**src/subenum_pkg.sv**
```systemverilog
// ----------------------------------------------------------------------------
// subenum_pkg
// Shared constants, types and field layout for the subset enumerator.
// ----------------------------------------------------------------------------
package subenum_pkg;

  localparam int MAX_MEMBERS = 4;
  localparam int ID_WIDTH    = 8;
  localparam int CNT_W       = 3;
  localparam int IDX_W       = (MAX_MEMBERS > 1) ? $clog2(MAX_MEMBERS) : 1;

  localparam int IN_BITS     = CNT_W + MAX_MEMBERS * ID_WIDTH;
  localparam int IN_DATA_W   = ((IN_BITS + 7) / 8) * 8;
  localparam int IN_ID_LSB   = CNT_W;

  localparam int OUT_BITS    = MAX_MEMBERS + CNT_W + MAX_MEMBERS * ID_WIDTH;
  localparam int OUT_DATA_W  = ((OUT_BITS + 7) / 8) * 8;
  localparam int OUT_SZ_LSB  = MAX_MEMBERS;
  localparam int OUT_ID_LSB  = MAX_MEMBERS + CNT_W;

  typedef enum logic {
    ST_IDLE,
    ST_RUN
  } state_t;

  typedef struct packed {
    logic load;
    logic advance;
  } dp_cmd_t;

  typedef struct packed {
    logic count_zero;
    logic last;
  } dp_sts_t;

endpackage

```
**src/subenum_ctrl.sv**
```systemverilog
// ----------------------------------------------------------------------------
// subenum_ctrl
// Controller: loads a request, then steps the mask once per taken output beat before the last.
// ----------------------------------------------------------------------------
module subenum_ctrl (
  input  logic                clk,
  input  logic                rst_n,
  input  logic                in_tvalid,
  output logic                in_tready,
  output logic                out_tvalid,
  input  logic                out_tready,
  input  subenum_pkg::dp_sts_t sts,
  output subenum_pkg::dp_cmd_t cmd
);
  import subenum_pkg::*;

  state_t state_r;
  state_t state_nxt;

  always_ff @(posedge clk) begin
    if (!rst_n) begin
      state_r <= ST_IDLE;
    end else begin
      state_r <= state_nxt;
    end
  end

  always_comb begin
    state_nxt   = state_r;
    in_tready   = 1'b0;
    out_tvalid  = 1'b0;
    cmd.load    = 1'b0;
    cmd.advance = 1'b0;
    case (state_r)
      ST_IDLE: begin
        in_tready = 1'b1;
        if (in_tvalid && !sts.count_zero) begin
          cmd.load  = 1'b1;
          state_nxt = ST_RUN;
        end
      end
      ST_RUN: begin
        out_tvalid = 1'b1;
        if (out_tready) begin
          if (sts.last) begin
            state_nxt = ST_IDLE;
          end else begin
            cmd.advance = 1'b1;
          end
        end
      end
      default: begin
        state_nxt = ST_IDLE;
      end
    endcase
  end

  a_no_overlap: assert property (@(posedge clk) disable iff (!rst_n)
    !(in_tready && out_tvalid))
    else $error("input and output active together");

  a_idle_after_last: assert property (@(posedge clk) disable iff (!rst_n)
    (out_tvalid && out_tready && sts.last) |=> in_tready)
    else $error("not idle after last beat");

  a_load_starts_run: assert property (@(posedge clk) disable iff (!rst_n)
    cmd.load |=> out_tvalid)
    else $error("no output after load");

endmodule

```
**src/subenum_dp.sv**
```systemverilog
// ----------------------------------------------------------------------------
// subenum_dp
// Datapath: holds ids, mask counter and run end; packs the selected ids.
// ----------------------------------------------------------------------------
module subenum_dp (
  input  logic                              clk,
  input  logic                              rst_n,
  input  logic [subenum_pkg::IN_DATA_W-1:0] in_tdata,
  output logic [subenum_pkg::OUT_DATA_W-1:0] out_tdata,
  output logic                              out_tlast,
  input  subenum_pkg::dp_cmd_t              cmd,
  output subenum_pkg::dp_sts_t              sts
);
  import subenum_pkg::*;

  logic [MAX_MEMBERS-1:0] mask_r;
  logic [MAX_MEMBERS-1:0] mask_nxt;
  logic [MAX_MEMBERS-1:0] run_end_r;
  logic [MAX_MEMBERS-1:0] run_end_nxt;
  logic [ID_WIDTH-1:0]    ids_r [MAX_MEMBERS];
  logic [CNT_W-1:0]       cnt_in;
  logic [CNT_W-1:0]       cnt_sat;
  logic [ID_WIDTH-1:0]    packed_ids [MAX_MEMBERS];
  logic [CNT_W-1:0]       size;

  assign cnt_in  = in_tdata[CNT_W-1:0];
  assign cnt_sat = (cnt_in > CNT_W'(MAX_MEMBERS)) ? CNT_W'(MAX_MEMBERS) : cnt_in;
  assign run_end_nxt = {MAX_MEMBERS{1'b1}} >> (CNT_W'(MAX_MEMBERS) - cnt_sat);

  assign sts.count_zero = (cnt_in == '0);
  assign sts.last       = (mask_r == run_end_r);

  always_comb begin
    mask_nxt = mask_r;
    if (cmd.load) begin
      mask_nxt = MAX_MEMBERS'(1);
    end else if (cmd.advance) begin
      mask_nxt = mask_r + MAX_MEMBERS'(1);
    end
  end

  always_ff @(posedge clk) begin
    if (!rst_n) begin
      mask_r    <= '0;
      run_end_r <= '0;
    end else begin
      mask_r <= mask_nxt;
      if (cmd.load) begin
        run_end_r <= run_end_nxt;
      end
    end
  end

  always_ff @(posedge clk) begin
    if (cmd.load) begin
      for (int p = 0; p < MAX_MEMBERS; p++) begin
        ids_r[p] <= in_tdata[IN_ID_LSB + p*ID_WIDTH +: ID_WIDTH];
      end
    end
  end

  // compact selected ids in position order
  always_comb begin
    size = '0;
    for (int k = 0; k < MAX_MEMBERS; k++) begin
      packed_ids[k] = '0;
    end
    for (int p = 0; p < MAX_MEMBERS; p++) begin
      if (mask_r[p]) begin
        packed_ids[size[IDX_W-1:0]] = ids_r[p];
        size = size + CNT_W'(1);
      end
    end
  end

  always_comb begin
    out_tdata = '0;
    out_tdata[MAX_MEMBERS-1:0] = mask_r;
    out_tdata[OUT_SZ_LSB +: CNT_W] = size;
    for (int k = 0; k < MAX_MEMBERS; k++) begin
      out_tdata[OUT_ID_LSB + k*ID_WIDTH +: ID_WIDTH] = packed_ids[k];
    end
  end

  assign out_tlast = sts.last;

  a_load_mask: assert property (@(posedge clk) disable iff (!rst_n)
    cmd.load |=> (mask_r == MAX_MEMBERS'(1)))
    else $error("mask not one after load");

  a_advance: assert property (@(posedge clk) disable iff (!rst_n)
    cmd.advance |=> (mask_r == $past(mask_r) + MAX_MEMBERS'(1)))
    else $error("mask did not step");

  a_no_step_past_end: assert property (@(posedge clk) disable iff (!rst_n)
    cmd.advance |-> !sts.last)
    else $error("mask stepped past run end");

endmodule

```
**src/subset_enumerator_unit.sv**
```systemverilog
// ----------------------------------------------------------------------------
// subset_enumerator_unit
// Emits every nonempty subset of a request's ids, one output beat per cycle while out_tready is high.
// The first beat is valid in the cycle after acceptance. Each request yields
// 2^count - 1 beats (count saturated at four members); the mask counter steps
// once per taken beat before the last. A new request is taken only when idle.
// A zero-count request is taken and produces no beats.
// Reset (rst_n low, synchronous) returns the controller to idle.
// ----------------------------------------------------------------------------
module subset_enumerator_unit (
  input  logic                               clk,
  input  logic                               rst_n,
  input  logic                               in_tvalid,
  output logic                               in_tready,
  // member_count, member_id_0 .. member_id_3
  input  logic [subenum_pkg::IN_DATA_W-1:0]  in_tdata,
  output logic                               out_tvalid,
  input  logic                               out_tready,
  // subset_mask, subset_size, packed_id_0 .. packed_id_3
  output logic [subenum_pkg::OUT_DATA_W-1:0] out_tdata,
  output logic                               out_tlast
);
  import subenum_pkg::*;

  dp_cmd_t cmd;
  dp_sts_t sts;

  subenum_ctrl u_ctrl (
    .clk        (clk),
    .rst_n      (rst_n),
    .in_tvalid  (in_tvalid),
    .in_tready  (in_tready),
    .out_tvalid (out_tvalid),
    .out_tready (out_tready),
    .sts        (sts),
    .cmd        (cmd)
  );

  subenum_dp u_dp (
    .clk       (clk),
    .rst_n     (rst_n),
    .in_tdata  (in_tdata),
    .out_tdata (out_tdata),
    .out_tlast (out_tlast),
    .cmd       (cmd),
    .sts       (sts)
  );

endmodule

```
**config.mk**
```make
export PLATFORM = sky130hd
export DESIGN_NAME = subset_enumerator_unit
export DESIGN_NICKNAME = d
export VERILOG_FILES = /design/src/subenum_pkg.sv /design/src/subenum_ctrl.sv /design/src/subenum_dp.sv /design/src/subset_enumerator_unit.sv
export SDC_FILE = /design/constraint.sdc
export NUM_CORES = 1
export LEC_CHECK = 0
export ABC_AREA = 1
export BUFFER_PORTS_ARGS = -buffer_cell sky130_fd_sc_hd__clkbuf_2
export CORE_MARGIN = 10
export CORE_UTILIZATION = 30
export DETAILED_ROUTE_END_ITERATION = 7
export GPL_TIMING_DRIVEN = 1
export MAX_ROUTING_LAYER = met4
export PLACE_DENSITY = 0.53
export SYNTH_ARGS = -nofsm -noshare
export SYNTH_HDL_FRONTEND = slang
export SYNTH_SLANG_ARGS = --single-unit
```
**constraint.sdc**
```tcl
create_clock -name clk -period 3.5 [get_ports clk]
set_input_delay 1.05 -clock clk [delete_from_list [all_inputs] [get_ports clk]]
set_output_delay 1.05 -clock clk [all_outputs]
set_load 0.1 [all_outputs]
```
Yosys cells after proc, flatten, opt, wreduce, memory -nomap -nowiden

Memory sizes are Yosys's and may differ from the RTL's.
Index checks and enable logic that the tools add are counted.

Bitwise gates (word level): 5
$add $sub $neg: 5
Eq/ne operators: 1
Multiplexer cells: 31
Shift operators: 1
Reduce and logical (&&, ||, !) cells: 8
Order comparisons: 7

Operators with widths:

| kind                                                                  | count |
|---|---|
| 32-bit bitwise mux                                                    | 3 |
| 32-bit 2-to-1 mux                                                     | 3 |
| 8-bit demux with 2-bit select                                         | 3 |
| 8-bit 2-to-1 mux                                                      | 4 |
| 1-bit 2-to-1 mux                                                      | 13 |
| 3-bit >= comparator (second input constant)                           | 3 |
| 3-bit by 1-bit < comparator with 1-bit output (second input constant) | 3 |
| 3-bit 2-to-1 mux                                                      | 3 |
| 3-bit by 1-bit adder with 3-bit output (second input constant)        | 2 |
| 2-bit inverter with 3-bit output                                      | 2 |
| 4-bit by 1-bit adder with 4-bit output (second input constant)        | 1 |
| 4-bit == test                                                         | 1 |
| 1-bit logical AND                                                     | 4 |
| 4-bit by 3-bit >> shifter with 4-bit output (first input constant)    | 1 |
| 3-bit greater-than comparator (second input constant)                 | 1 |
| 3-bit logical NOT                                                     | 1 |
| 1-bit inverter with 3-bit output                                      | 1 |
| 3-bit subtractor (first input constant)                               | 1 |
| 1-bit by 1-bit adder with 2-bit output (second input constant)        | 1 |
| 2-bit 2-to-1 mux                                                      | 1 |
| 1-bit inverter                                                        | 2 |
| 1-bit one-hot mux with 2 select lines                                 | 1 |
| 2-bit nonzero test                                                    | 1 |
| 2-bit OR reduction                                                    | 1 |
| 1-bit logical NOT                                                     | 1 |

Register bits after elaboration: 9
Memories: 1
Input bits: 44
Bits in writable memories: 32

Memory list:

| memory     | words | width | read ports | clocked after Yosys merged registers in | write ports | RTL line         | text |
|---|---|---|---|---|---|---|---|
| u_dp.ids_r | 4     | 8     | 4          | 0                                       | 4           | subenum_dp.sv:20 | `logic [ID_WIDTH-1:0] ids_r [MAX_MEMBERS];` |

Longest topological paths before layout

Gate-level depths: netlist (run 1).

Depth in word-level cells: 12
Gate-level depth with buffers: 12

By module

A second synthesis (run 1) with hierarchy kept.

Cells, all modules: 324
Area, all modules: 2606.2 um2

By module, submodules not included:

| module       | times used | seq. area each (um2) | area an instance (um2) | cells each |
|---|---|---|---|---|
| subenum_dp   | 1          | 1121.1               | 2546.2                 | 313 |
| subenum_ctrl | 1          | 20.0                 | 60.1                   | 11 |

Worst setup path before layout (run 1)

Ideal clock, no wire load.

Path type: register to output
Start point: reg u_dp.mask_r[0]
End point: out out_tdata[11] (netlist name)
Setup slack: -2055 ps
Cell stages (with the launch flop): 10
Buffers on the path: 3
Data arrival time: 4505 ps
Path through: dfxtp_1 -> buf_4 -> inv_1 -> buf_2 -> ha_1 -> xnor2_4 -> nand3_1 -> inv_2 -> buf_6 -> o21ai_0

Longest elaborated chain between the ends: 12
Elaborated cells between the ends (all ways): 30
Classes of those cells: 2 x add/sub; 6 x order compare; 16 x mux; 3 x bitwise; 3 x reduce/logical

RTL lines:

| item                                                                                              | RTL line                           | text |
|---|---|---|
| from (decl)                                                                                       | subenum_dp.sv:16                   | `logic [MAX_MEMBERS-1:0] mask_r;` |
| from (signal assigned)                                                                            | subenum_dp.sv:47                   | `mask_r <= mask_nxt;` |
| 1-bit 2-to-1 mux                                                                                  | subenum_dp.sv:69                   | `if (mask_r[p]) begin` |
| 1-bit by 1-bit adder with 2-bit output / 1-bit inverter with 3-bit output (equally long branches) | subenum_dp.sv:71, subenum_dp.sv:70 |  |
| 2-bit 2-to-1 mux, or another cell as far along                                                    | subenum_dp.sv:69                   |  |
| 3-bit by 1-bit adder with 3-bit output, or another cell as far along                              | subenum_dp.sv:71                   | `size = size + CNT_W'(1);` |
| 3-bit 2-to-1 mux, or another cell as far along                                                    | subenum_dp.sv:69                   |  |
| 2-bit inverter with 3-bit output (not written as such), or another cell as far along              | subenum_dp.sv:70                   | `packed_ids[size[IDX_W-1:0]] = ids_r[p];` |
| 3-bit >= comparator (not written as such), or another cell as far along                           | subenum_dp.sv:70                   |  |
| 1-bit logical AND (not written as such), or another cell as far along                             | subenum_dp.sv:70                   |  |
| 8-bit 2-to-1 mux (not written as such) / 32-bit bitwise mux (equally long branches)               | subenum_dp.sv:70                   |  |
| 8-bit demux with 2-bit select / 32-bit 2-to-1 mux (equally long branches)                         | subenum_dp.sv:70, subenum_dp.sv:69 |  |
| 32-bit bitwise mux                                                                                | subenum_dp.sv:70                   |  |
| 32-bit 2-to-1 mux (*)                                                                             | subenum_dp.sv:69                   |  |
| to (decl)                                                                                         | subset_enumerator_unit.sv:20       | `output logic [subenum_pkg::OUT_DATA_W-1:0] out_tdata,` |

Every way passes the cells marked *; elsewhere a longest branch is shown, timed or not.

Worst setup path after layout (run 1)

Start point: reg u_dp.mask_r[1]
End point: out out_tdata[7] (netlist name)

Longest elaborated chain between the ends: 10
Elaborated cells between the ends (all ways): 20
Classes of those cells: 1 x add/sub; 4 x order compare; 11 x mux; 2 x bitwise; 2 x reduce/logical

RTL lines:

| item                                                                                               | RTL line |
|---|---|
| 2-bit 2-to-1 mux                                                                                   | subenum_dp.sv:69 |
| 3-bit by 1-bit adder with 3-bit output / 2-bit inverter with 3-bit output (equally long branches)  | subenum_dp.sv:71, subenum_dp.sv:70 |
| 3-bit 2-to-1 mux, or another cell as far along                                                     | subenum_dp.sv:69 |
| 2-bit inverter with 3-bit output (not written as such) / 1-bit logical AND (equally long branches) | subenum_dp.sv:70 |
| 3-bit >= comparator (not written as such), or another cell as far along                            | subenum_dp.sv:70 |
| 1-bit logical AND (not written as such) / 8-bit demux with 2-bit select (equally long branches)    | subenum_dp.sv:70 |
| 8-bit 2-to-1 mux (not written as such) / 32-bit bitwise mux (equally long branches)                | subenum_dp.sv:70 |
| 8-bit demux with 2-bit select / 32-bit 2-to-1 mux (equally long branches)                          | subenum_dp.sv:70, subenum_dp.sv:69 |
| 32-bit bitwise mux                                                                                 | subenum_dp.sv:70 |
| 32-bit 2-to-1 mux (*)                                                                              | subenum_dp.sv:69 |

Marked as above.

==> out/summary.txt, run 1 <==
outcome -> finished clean
routed length on met3 -> 310 µm
share of cells above drive strength 1 -> 40.7%
data arrival time of the worst path -> 2220 ps
Post-Syn Area -> 2360 µm²
Int Pwr -> 0.864 mW
Port Buffer Count -> 80
Pwr per Cell Area -> 335 nW/µm²
Data required, critical path -> 2450 ps
worst reg2reg startpoint -> u_ctrl.state_r
initial antenna violation count -> 0
Total Routing Usage GR -> 12.4%
Top Ports -> 87
Yosys reg bits -> 41
Worst-Skew Late Latency -> 300 ps
final slew viol count -> 0
Initial Util -> 30.7%
Async SR Flop Fraction -> 0%
Setup TNS -> 0 ps
Inserted Clock Buffers -> 5
drt first pass iters -> 4
GRT overflow -> 0
Routed Antenna Nets -> 0
Setup crit start kind -> flop
Critical path origin -> u_dp.mask_r[1]
Pleak -> 1.55 nW
final design utilization -> 49.9%
Synth area leaders -> edfxtp_1, nand2_1, dfxtp_1, inv_1, o21ai_0
Synth warnings -> 0
switch share -> 32.8%
Syn Nets -> 333
n_diodes -> 0
Synth top area share -> 40.7%
Die W -> 109 µm
CTS Buffer Depth -> 2
Clk pwr share -> 30.5%
die area -> 11800 µm²
fmax -> 305 MHz
largest net degree at the start of global routing -> 23
worst min-delay path class -> reg -> reg
Max-Cap Viols -> 0
RSZ-0062 raised after global routing -> false
Post-DP HPWL -> 5.84 mm
Syn-to-layout area delta -> 62.4%
vias in the first global route -> 2144
count of different cell masters after synthesis -> 28
sequential share of the synthesized area -> 48.3%
CTS tree -> done
ys flop type -> edfxtp_1
Final Skew -> 6.44 ps
final hold viol count -> 0
top sig layer -> met4
wire per inst -> 15.4 µm
Net Sw Power -> 0.421 mW
hold path start -> u_dp.run_end_r[3]
final wirelength -> 7.16 mm
Worst Max-Slew Pin Slew -> 548 ps
relative slew slack -> 63.6%
CTS root buffer -> clkbuf_8
vias per cell -> 4.59
worst IR drop on VDD -> 0.173 mV
post-cts hold buffer count -> 0
first-pass GRT wire length -> 11.4 mm
Finish-stage setup viols -> 0
routed vias -> 2141
fin crit share -> 93.5%
clk sinks -> 41
metal2 WL -> 3.27 mm
num rows -> 32
Fillers -> 726
largest area contributor in the netlist -> edfxtp_1
H-tree levels -> 2
Post-Syn Instances -> 282
Post-synth EDFFs -> 32
CP Class -> reg -> out
core area -> 7690 µm²
wire length on met1 -> 3.52 mm
Post-Syn Area per Cell -> 8.37 µm²
Nets -> 414
Combinational Power Share -> 24.2%
placer's final routability congestion estimate -> 0.805
Sequential Power Share -> 45.3%
Crit. End Element -> primary output
CTS clk-pin slew, worst paths -> 80 ps
Die H -> 109 µm
Starting DRT DRC Count -> 157
min Tclk post-route -> 3270 ps
CP max FO -> 14
DRC violations left -> 0
==> cell usage in the layout (no fill, tap or decap), types with 9 or more instances in the layout <==
cell,netlist,routed
edfxtp_1,32,32
clkinvlp_4,0,9
nor2_1,14,13
buf_12,0,34
o22ai_1,10,9
nand2_1,74,72
clkbuf_2,0,45
a21oi_1,13,13
inv_1,34,25
o21ai_4,0,23
==> sequential cells by signal, summed over array words and instances, names as in the netlist <==
signal	count
u_dp.mask_r	4
u_dp.ids_r	32
u_ctrl.state_r	1
u_dp.run_end_r	4
==> cells by family (layout without fill, tap and decap cells) <==
family | count (synthesis) | after routing | share of synthesized area (%)
AOI/OAI and AO/OA | 63 | 63 | 14.5
and+or+nand+nor | 117 | 117 | 21.4
other | 1 | 1 | 0.159
buffers and inverters | 49 | 131 | 9.64
adders and majority gates | 7 | 7 | 3.71
DFF | 41 | 41 | 48.3
xor gates and xnor gates | 4 | 4 | 2.28
==> power groups by stage <==
stage | clock network [mW] | logic (mW) | registers (mW)
after floorplan | 0 | 0.204 | 0.606
after global placement | 0 | 0.310 | 0.592
after detailed placement | 0 | 0.315 | 0.593
after CTS | 0.407 | 0.315 | 0.582
after global routing | 0.433 | 0.330 | 0.586
final | 0.392 | 0.311 | 0.582
==> area by class of cell <==
| cell class | count | area (µm²) | area share, % |
|---|---|---|---|
| clock inverters | 3 | 46.3 | 1.21 |
| flip-flops and latches | 41 | 1150 | 30.0 |
| well taps | 102 | 128 | 3.33 |
| inverters | 36 | 168 | 4.37 |
| multi-input cells | 192 | 1310 | 34.2 |
| repair buffers | 87 | 966 | 25.2 |
| clock buffers | 5 | 68.8 | 1.79 |
==> path summary, 6_finish.rpt <==
| check | endpoint | slack (ps) | cells past startpoint |
|---|---|---|---|
| worst max-delay path | out_tdata[7] | 230 | 8 |
| worst min-delay path | u_dp.run_end_r[3] | 500 | 2 |
| worst max register to register | u_dp.ids_r[2][4] | 2020 | 2 |
| worst min register to register | u_dp.run_end_r[3] | 500 | 2 |
==> layer usage <==
layer  global-route usage (%)  vias up
met5                        -        -
met4                     3.11        0
met3                     2.89        2
met2                     17.9       58
met1                     17.1      971
li1                         -     1110
==> critical path: stages (launching register included) <==
cell     delay (ps)
dfxtp_2         330
inv_1           130
ha_4            240
xnor2_4         310
nand3_2         190
inv_4           270
nand2_1         150
o21ai_4         100
buf_12          190
==> per-stage QoR <==
stage               hold slack, ps  worst slack (ps)  instance area [µm²]  power (mW)  cells
finish                         501               227                 3830        1.28    466
global route                   507              52.8                 3830        1.35    466
CTS                            502               185                 3830        1.30    466
detailed placement             484               520                 3720       0.908    458
global placement               476               525                 3720       0.903    458
floorplan                      461              27.2                 2730       0.810    282
==> what timing repair did <==
action	in CTS	in global routing
gates resized for setup	0	2
setup endpoints to repair	0	7
buffers inserted	0	0
==> cells in the mapped netlist, types with 4 or more instances <==
master,number
edfxtp_1,32
o21ai_0,19
inv_1,34
o21ai_1,17
a21oi_1,13
nand3_1,9
ha_1,7
nand2_1,74
buf_4,4
nor2_1,14
o22ai_1,10
nand4_1,8
dfxtp_1,9
buf_2,5
nor3_1,7
Note: power is estimated with default switching activity, not from simulation.
==> inputs of run 2 (changes only) <==
- ABC_AREA: 1 -> not set
==> out/summary.txt, run 2 <==
largest family of logic cells by synthesized area -> simple AND/OR/NAND/NOR gates
multiplexer share of the synthesized area -> 4.60%
min Tclk post-route -> 3370 ps
cell with the most instances after synthesis -> edfxtp_1
commonest non-fill, non-tap cell in the layout -> clkbuf_2
Placed Instance Area -> 3620 µm²
share of cells above drive strength 1 -> 46.6%
design area -> 3770 µm²
r2r setup slk -> 1750 ps
num rows -> 32
Initial Util -> 31.0%
worst reg2reg path depth -> 4
Final Skew -> 4.45 ps
Reg-to-Reg End -> u_dp.ids_r[3][1]
RSZ-0062 raised after global routing -> false
initial antenna violation count -> 0
Crit. End Element -> primary output
DRC violations left -> 0
CP peak stage delay -> 400 ps
final wirelength -> 7.43 mm
hold path depth -> 2
final hold viol count -> 0
Port Buffer Count -> 80
ys flop type -> edfxtp_1
Post-Syn Instances -> 235
CP Class -> reg -> out
Finish-stage setup viols -> 0
Top Registers -> u_dp.ids_r x32, u_dp.mask_r x4, u_dp.run_end_r x4
Synth warnings -> 0
Post-Syn Area per Cell -> 10.2 µm²
worst min-delay path class -> reg -> reg
CP max FO -> 14
sequential share of the synthesized area -> 47.7%
H-tree levels -> 2
worst reg2reg startpoint -> u_ctrl.state_r
Synth Area in Compound Gates -> 17.2%
Die H -> 109 µm
Top reg by flops -> u_dp.ids_r
Pleak -> 1.49 nW
core area -> 7730 µm²
Routed Antenna Nets -> 0
worst IR drop on VDD -> 0.167 mV
Nets -> 363
CTS root buffer -> clkbuf_8
first-pass GRT wire length -> 11.5 mm
Inserted Clock Buffers -> 5
Synth top area share -> 40.1%
post-cts hold buffer count -> 0
drt first pass iters -> 4
Worst Max-Slew Pin Slew -> 710 ps
synth cell count leaders -> edfxtp_1, nand2_1, a31oi_1, nor2_1, o21ai_0
Worst-Skew Late Latency -> 300 ps
GRT overflow -> 0
Syn Nets -> 286
Setup crit start kind -> flop
Synth area leaders -> edfxtp_1, dfxtp_1, a31oi_1, mux2_2, ha_1
data arrival time of the worst path -> 2320 ps
n_diodes -> 0
total power -> 1.40 mW
relative slew slack -> 52.6%
final slew viol count -> 0
count of different cell masters after synthesis -> 43
Die W -> 109 µm
outcome -> finished clean
Placed Cells -> 406
most used cell, CP -> nand2_2
most frequent cells in the layout -> clkbuf_2, buf_12, edfxtp_1
Max-Cap Viols -> 0
area share of fa/ha/maj cells after synthesis -> 3.66%
largest area contributor in the netlist -> edfxtp_1
buffers plus inverters on the worst setup path -> 2
Post-Synth XOR/XNOR Area -> 2.93%
vias per cell -> 5.05
die area -> 12000 µm²
Top Ports -> 87
Async SR Flop Fraction -> 0%
Final Non-Filler Cells -> 415
Post-Syn Area -> 2390 µm²
worst-path cell chain -> clkinv_2, ha_4, nand2_2, o2bb2ai_2, nand2_2, a41o_2, buf_12
Post-synth EDFFs -> 32
Worst path slowest cell -> ha_4
Total Routing Usage GR -> 12.8%
Fillers -> 705
CTS Buffer Depth -> 2
simple-gate share of the synthesized area -> 18.9%
Pwr per Cell Area -> 370 nW/µm²
vias in the first global route -> 2145
fin crit share -> 96.4%
CTS clk-pin slew, worst paths -> 80 ps
Data required, critical path -> 2450 ps
Hold Path End -> u_dp.run_end_r[3]
Post-DP HPWL -> 5.54 mm
placer's final routability congestion estimate -> 0.763
wire per inst -> 17.9 µm
Yosys reg bits -> 41
clk sinks -> 41
routed vias -> 2096
fmax -> 296 MHz
CTS tree -> done
hold path start -> u_dp.run_end_r[3]
largest net degree at the start of global routing -> 33
cell class contributing the biggest share of worst-path delay -> compound AO/OA/AOI/OAI gates
Starting DRT DRC Count -> 137
max FFs per register -> 32
Syn-to-layout area delta -> 57.6%
run 2: cell count changes after synthesis, sizes merged, moves of 8 or more:
cell    before  now
a22o         0    8
a31oi        0   17
a41o         0    8
and2         0   10
and3         0   10
clkbuf       1    9
inv         36    6
mux2         0    8
nand2       77   22
nand3       10    2
o21ai       38   14
o22ai       10    0
run 2: layer usage:
metal	wire (µm)	vias up	track usage [%]	part of all wire, %
li1	-	1033	-	-
met1	3320	982	17.0	45
met2	3540	72	19.0	48
met3	448	9	2.63	6.0
met4	121	0	4.00	1.6
met5	0	-	-	0
run 2: worst max-delay path by stage:
stage	start	to	slack, ps	cells after the start
after floorplan	u_dp.mask_r[1]	out_tdata[22]	-40	9
after global placement	u_dp.mask_r[1]	out_tdata[13]	360	6
after detailed placement	u_dp.mask_r[1]	out_tdata[13]	330	6
after CTS	u_dp.mask_r[1]	out_tdata[28]	10	7
after global routing	u_dp.mask_r[0]	out_tdata[28]	30	7
final	u_dp.mask_r[0]	out_tdata[26]	130	7
run 2: final cells by class:
| cell class | instances | area [µm²] | share of cell area [%] |
|---|---|---|---|
| clock buffers | 5 | 68.8 | 1.82 |
| clock inverters | 3 | 68.8 | 1.82 |
| inverters | 7 | 30.0 | 0.796 |
| multi-input cells | 169 | 1340 | 35.6 |
| flip-flops and latches | 41 | 1150 | 30.5 |
| well taps | 102 | 128 | 3.38 |
| repair buffers | 88 | 986 | 26.1 |
run 2: cell families (layout without fill, tap and decap cells):
family,Yosys count,in the layout
other,1,1
AO/OA/AOI/OAI,58,58
AND/OR/NAND/NOR,85,85
multiplexers,10,10
XOR/XNOR,8,8
flip-flops,41,41
adder cells (fa/ha/maj),7,7
buffers and inverters,25,103
run 2: power by group:
group          internal, mW  switching [mW]  total (mW)
clock                 0.287           0.181       0.468
combinational         0.103           0.229       0.332
sequential            0.567          0.0300       0.597
total                 0.957           0.440        1.40
run 2: timing repair:
| item | 4_1_cts | 5_1_grt |
|---|---|---|
| cloned | 0 | 0 |
| endpoints found under the setup margin | 1 | 8 |
| setup buffers | 0 | 1 |
| pin swaps | 0 | 0 |
| hold endpoints to repair | 0 | 0 |
| gates resized for setup | 1 | 1 |
run 2: per-stage QoR:
| stage | util, % | hold slack [ps] | setup TNS [ps] | worst slack, ps |
|---|---|---|---|---|
| after floorplan | - | 444 | -40.1 | -40.1 |
| after global placement | 46.8 | 461 | 0 | 359 |
| after detailed placement | 46.8 | 465 | 0 | 331 |
| after CTS | 48.7 | 475 | 0 | 9.50 |
| after global routing | 48.8 | 529 | 0 | 25.9 |
| final | 48.8 | 474 | 0 | 126 |
run 2: worst min-delay path, delay by kind of cell (launching register included):
family | cells | cell delay [ps]
AO/OA/AOI/OAI | 1 | 50
flip-flops | 1 | 330
AND/OR/NAND/NOR | 1 | 60
==> inputs of run 3 (changes only) <==
- ABC_AREA: not set -> 1
- clock period: 3.5 -> 4.15 ns (I/O delays scaled with it)
==> out/summary.txt, run 3 (synthesis results as in run 1) <==
first-pass GRT wire length -> 11.1 mm
Data required, critical path -> 2900 ps
largest net degree at the start of global routing -> 27
wire per inst -> 15.1 µm
Top Registers -> u_dp.ids_r x32, u_dp.mask_r x4, u_dp.run_end_r x4
core area -> 7690 µm²
Post-DP HPWL -> 5.60 mm
cell class contributing the biggest share of worst-path delay -> buffers and inverters
Setup TNS -> 0 ps
initial antenna violation count -> 0
worst IR drop on VDD -> 0.148 mV
Crit. End Element -> primary output
Net Sw Power -> 0.357 mW
FF+latch area -> 1140 µm²
switch share -> 33.2%
hold path start -> u_dp.run_end_r[2]
Finish-stage setup viols -> 0
Sequential Power Share -> 45.7%
Top Ports -> 87
placer's final routability congestion estimate -> 0.845
CTS clk-pin slew, worst paths -> 80 ps
drt first pass iters -> 4
n_diodes -> 0
Top reg by flops -> u_dp.ids_r
max FFs per register -> 32
Routed Antenna Nets -> 0
CTS tree -> done
DRC violations left -> 0
Placed Instance Area -> 3420 µm²
fin crit share -> 94.0%
r2r setup slk -> 2510 ps
Hold Path End -> u_dp.run_end_r[2]
Int Pwr -> 0.719 mW
fmax -> 256 MHz
Max-Cap Viols -> 0
Final Skew -> 8.10 ps
Worst-Skew Late Latency -> 310 ps
Nets -> 410
Port Buffer Count -> 80
Starting DRT DRC Count -> 108
relative slew slack -> 54.1%
CP Class -> reg -> out
final hold viol count -> 0
CTS Buffer Depth -> 2
Combinational Power Share -> 23.0%
final design utilization -> 46.1%
CP max FO -> 16
Pleak -> 1.58 nW
vias per cell -> 4.61
commonest non-fill, non-tap cell in the layout -> nand2_1
most frequent cells in the layout -> nand2_1, clkbuf_2, inv_1
Hold WS -> 497 ps
design area -> 3540 µm²
outcome -> finished clean
num rows -> 32
GRT overflow -> 0
CP peak stage delay -> 520 ps
CP Depth -> 8
worst reg2reg startpoint -> u_dp.mask_r[2]
min Tclk post-route -> 3900 ps
Clk pwr share -> 31.3%
routed vias -> 2130
Syn-to-layout area delta -> 50.1%
Worst Max-Slew Pin Slew -> 687 ps
Pwr per Cell Area -> 304 nW/µm²
Setup crit start kind -> flop
data arrival time of the worst path -> 2650 ps
Fillers -> 785
CTS root buffer -> clkbuf_8
vias in the first global route -> 2154
share of cells above drive strength 1 -> 36.4%
multi-input logic area -> 1250 µm²
die area -> 11800 µm²
Die H -> 109 µm
Die W -> 109 µm
Initial Util -> 30.7%
worst reg2reg path depth -> 8
Worst path slowest cell -> dfxtp_2
clk sinks -> 41
Reg-to-Reg End -> u_dp.mask_r[1]
Inserted Clock Buffers -> 5
worst min-delay path class -> reg -> reg
post-cts hold buffer count -> 0
worst-path cell chain -> inv_1, ha_1, xnor2_4, nand3_1, inv_2, nand2_1, o21ai_4, buf_12
buffers plus inverters on the worst setup path -> 3
hold path depth -> 2
Total Routing Usage GR -> 12.2%
RSZ-0062 raised after global routing -> false
final slew viol count -> 0
H-tree levels -> 2
final wirelength -> 6.99 mm
==> run 3: cell types whose count changed in the layout (fill, tap and decap cells not counted), moves of 9 or more <==
cell	change
and2_1	-10
o21ai_4	+16
and3_1	-10
nand2_1	+52
buf_12	-12
o22ai_1	+9
clkbuf_2	+11
inv_1	+29
a31oi_1	-9
==> run 3: final cells by class <==
cell class | count | share of cell area (%)
multi-input combinational | 192 | 35.4
sequential | 41 | 32.3
timing repair buffer | 83 | 21.7
inverter | 36 | 3.81
tap | 102 | 3.60
clock buffer | 5 | 1.94
clock inverter | 3 | 1.24
==> run 3: layer usage <==
layer / track usage, % / wire length (µm)
met5: - / 0
met4: 3.77 / 95
met3: 2.83 / 425
met2: 17.8 / 3120
met1: 16.3 / 3350
==> run 3: worst register-to-register path: stages, from the launching register on <==
cell	delay [ps]
dfxtp_1	670
inv_1	180
nand2_1	90
nand2_1	60
nor2_1	130
nand2_2	130
nand2_1	130
nand2_1	60
a21oi_1	130
==> run 3: worst max-delay path by stage <==
stage,start,to,slack [ps]
after global placement,u_dp.mask_r[1],out_tdata[28],500
after CTS,u_dp.mask_r[1],out_tdata[27],150
final,u_dp.mask_r[1],out_tdata[13],250
after global routing,u_dp.mask_r[1],out_tdata[11],40
after detailed placement,u_dp.mask_r[1],out_tdata[27],480
after floorplan,u_dp.mask_r[0],out_tdata[14],60
==> run 3: timing repair <==
item | in CTS | in global routing
resized for setup | 0 | 1
setup endpoints to repair | 0 | 6
buffers inserted | 0 | 0
==> run 3: power groups by stage <==
stage | logic (mW) | registers (mW) | clock network [mW]
2_1_floorplan | 0.164 | 0.511 | 0
4_1_cts | 0.251 | 0.491 | 0.344
3_3_place_gp | 0.249 | 0.500 | 0
6_report | 0.248 | 0.491 | 0.337
3_5_place_dp | 0.251 | 0.501 | 0
5_1_grt | 0.267 | 0.495 | 0.361
==> run 3: through the flow <==
stage                     setup WS, ps  total power [mW]  cells
after floorplan                   59.7             0.675    282
after global placement             501             0.749    454
after detailed placement           482             0.751    454
after CTS                          148              1.09    462
after global routing              41.0              1.12    462
final                              250              1.08    462
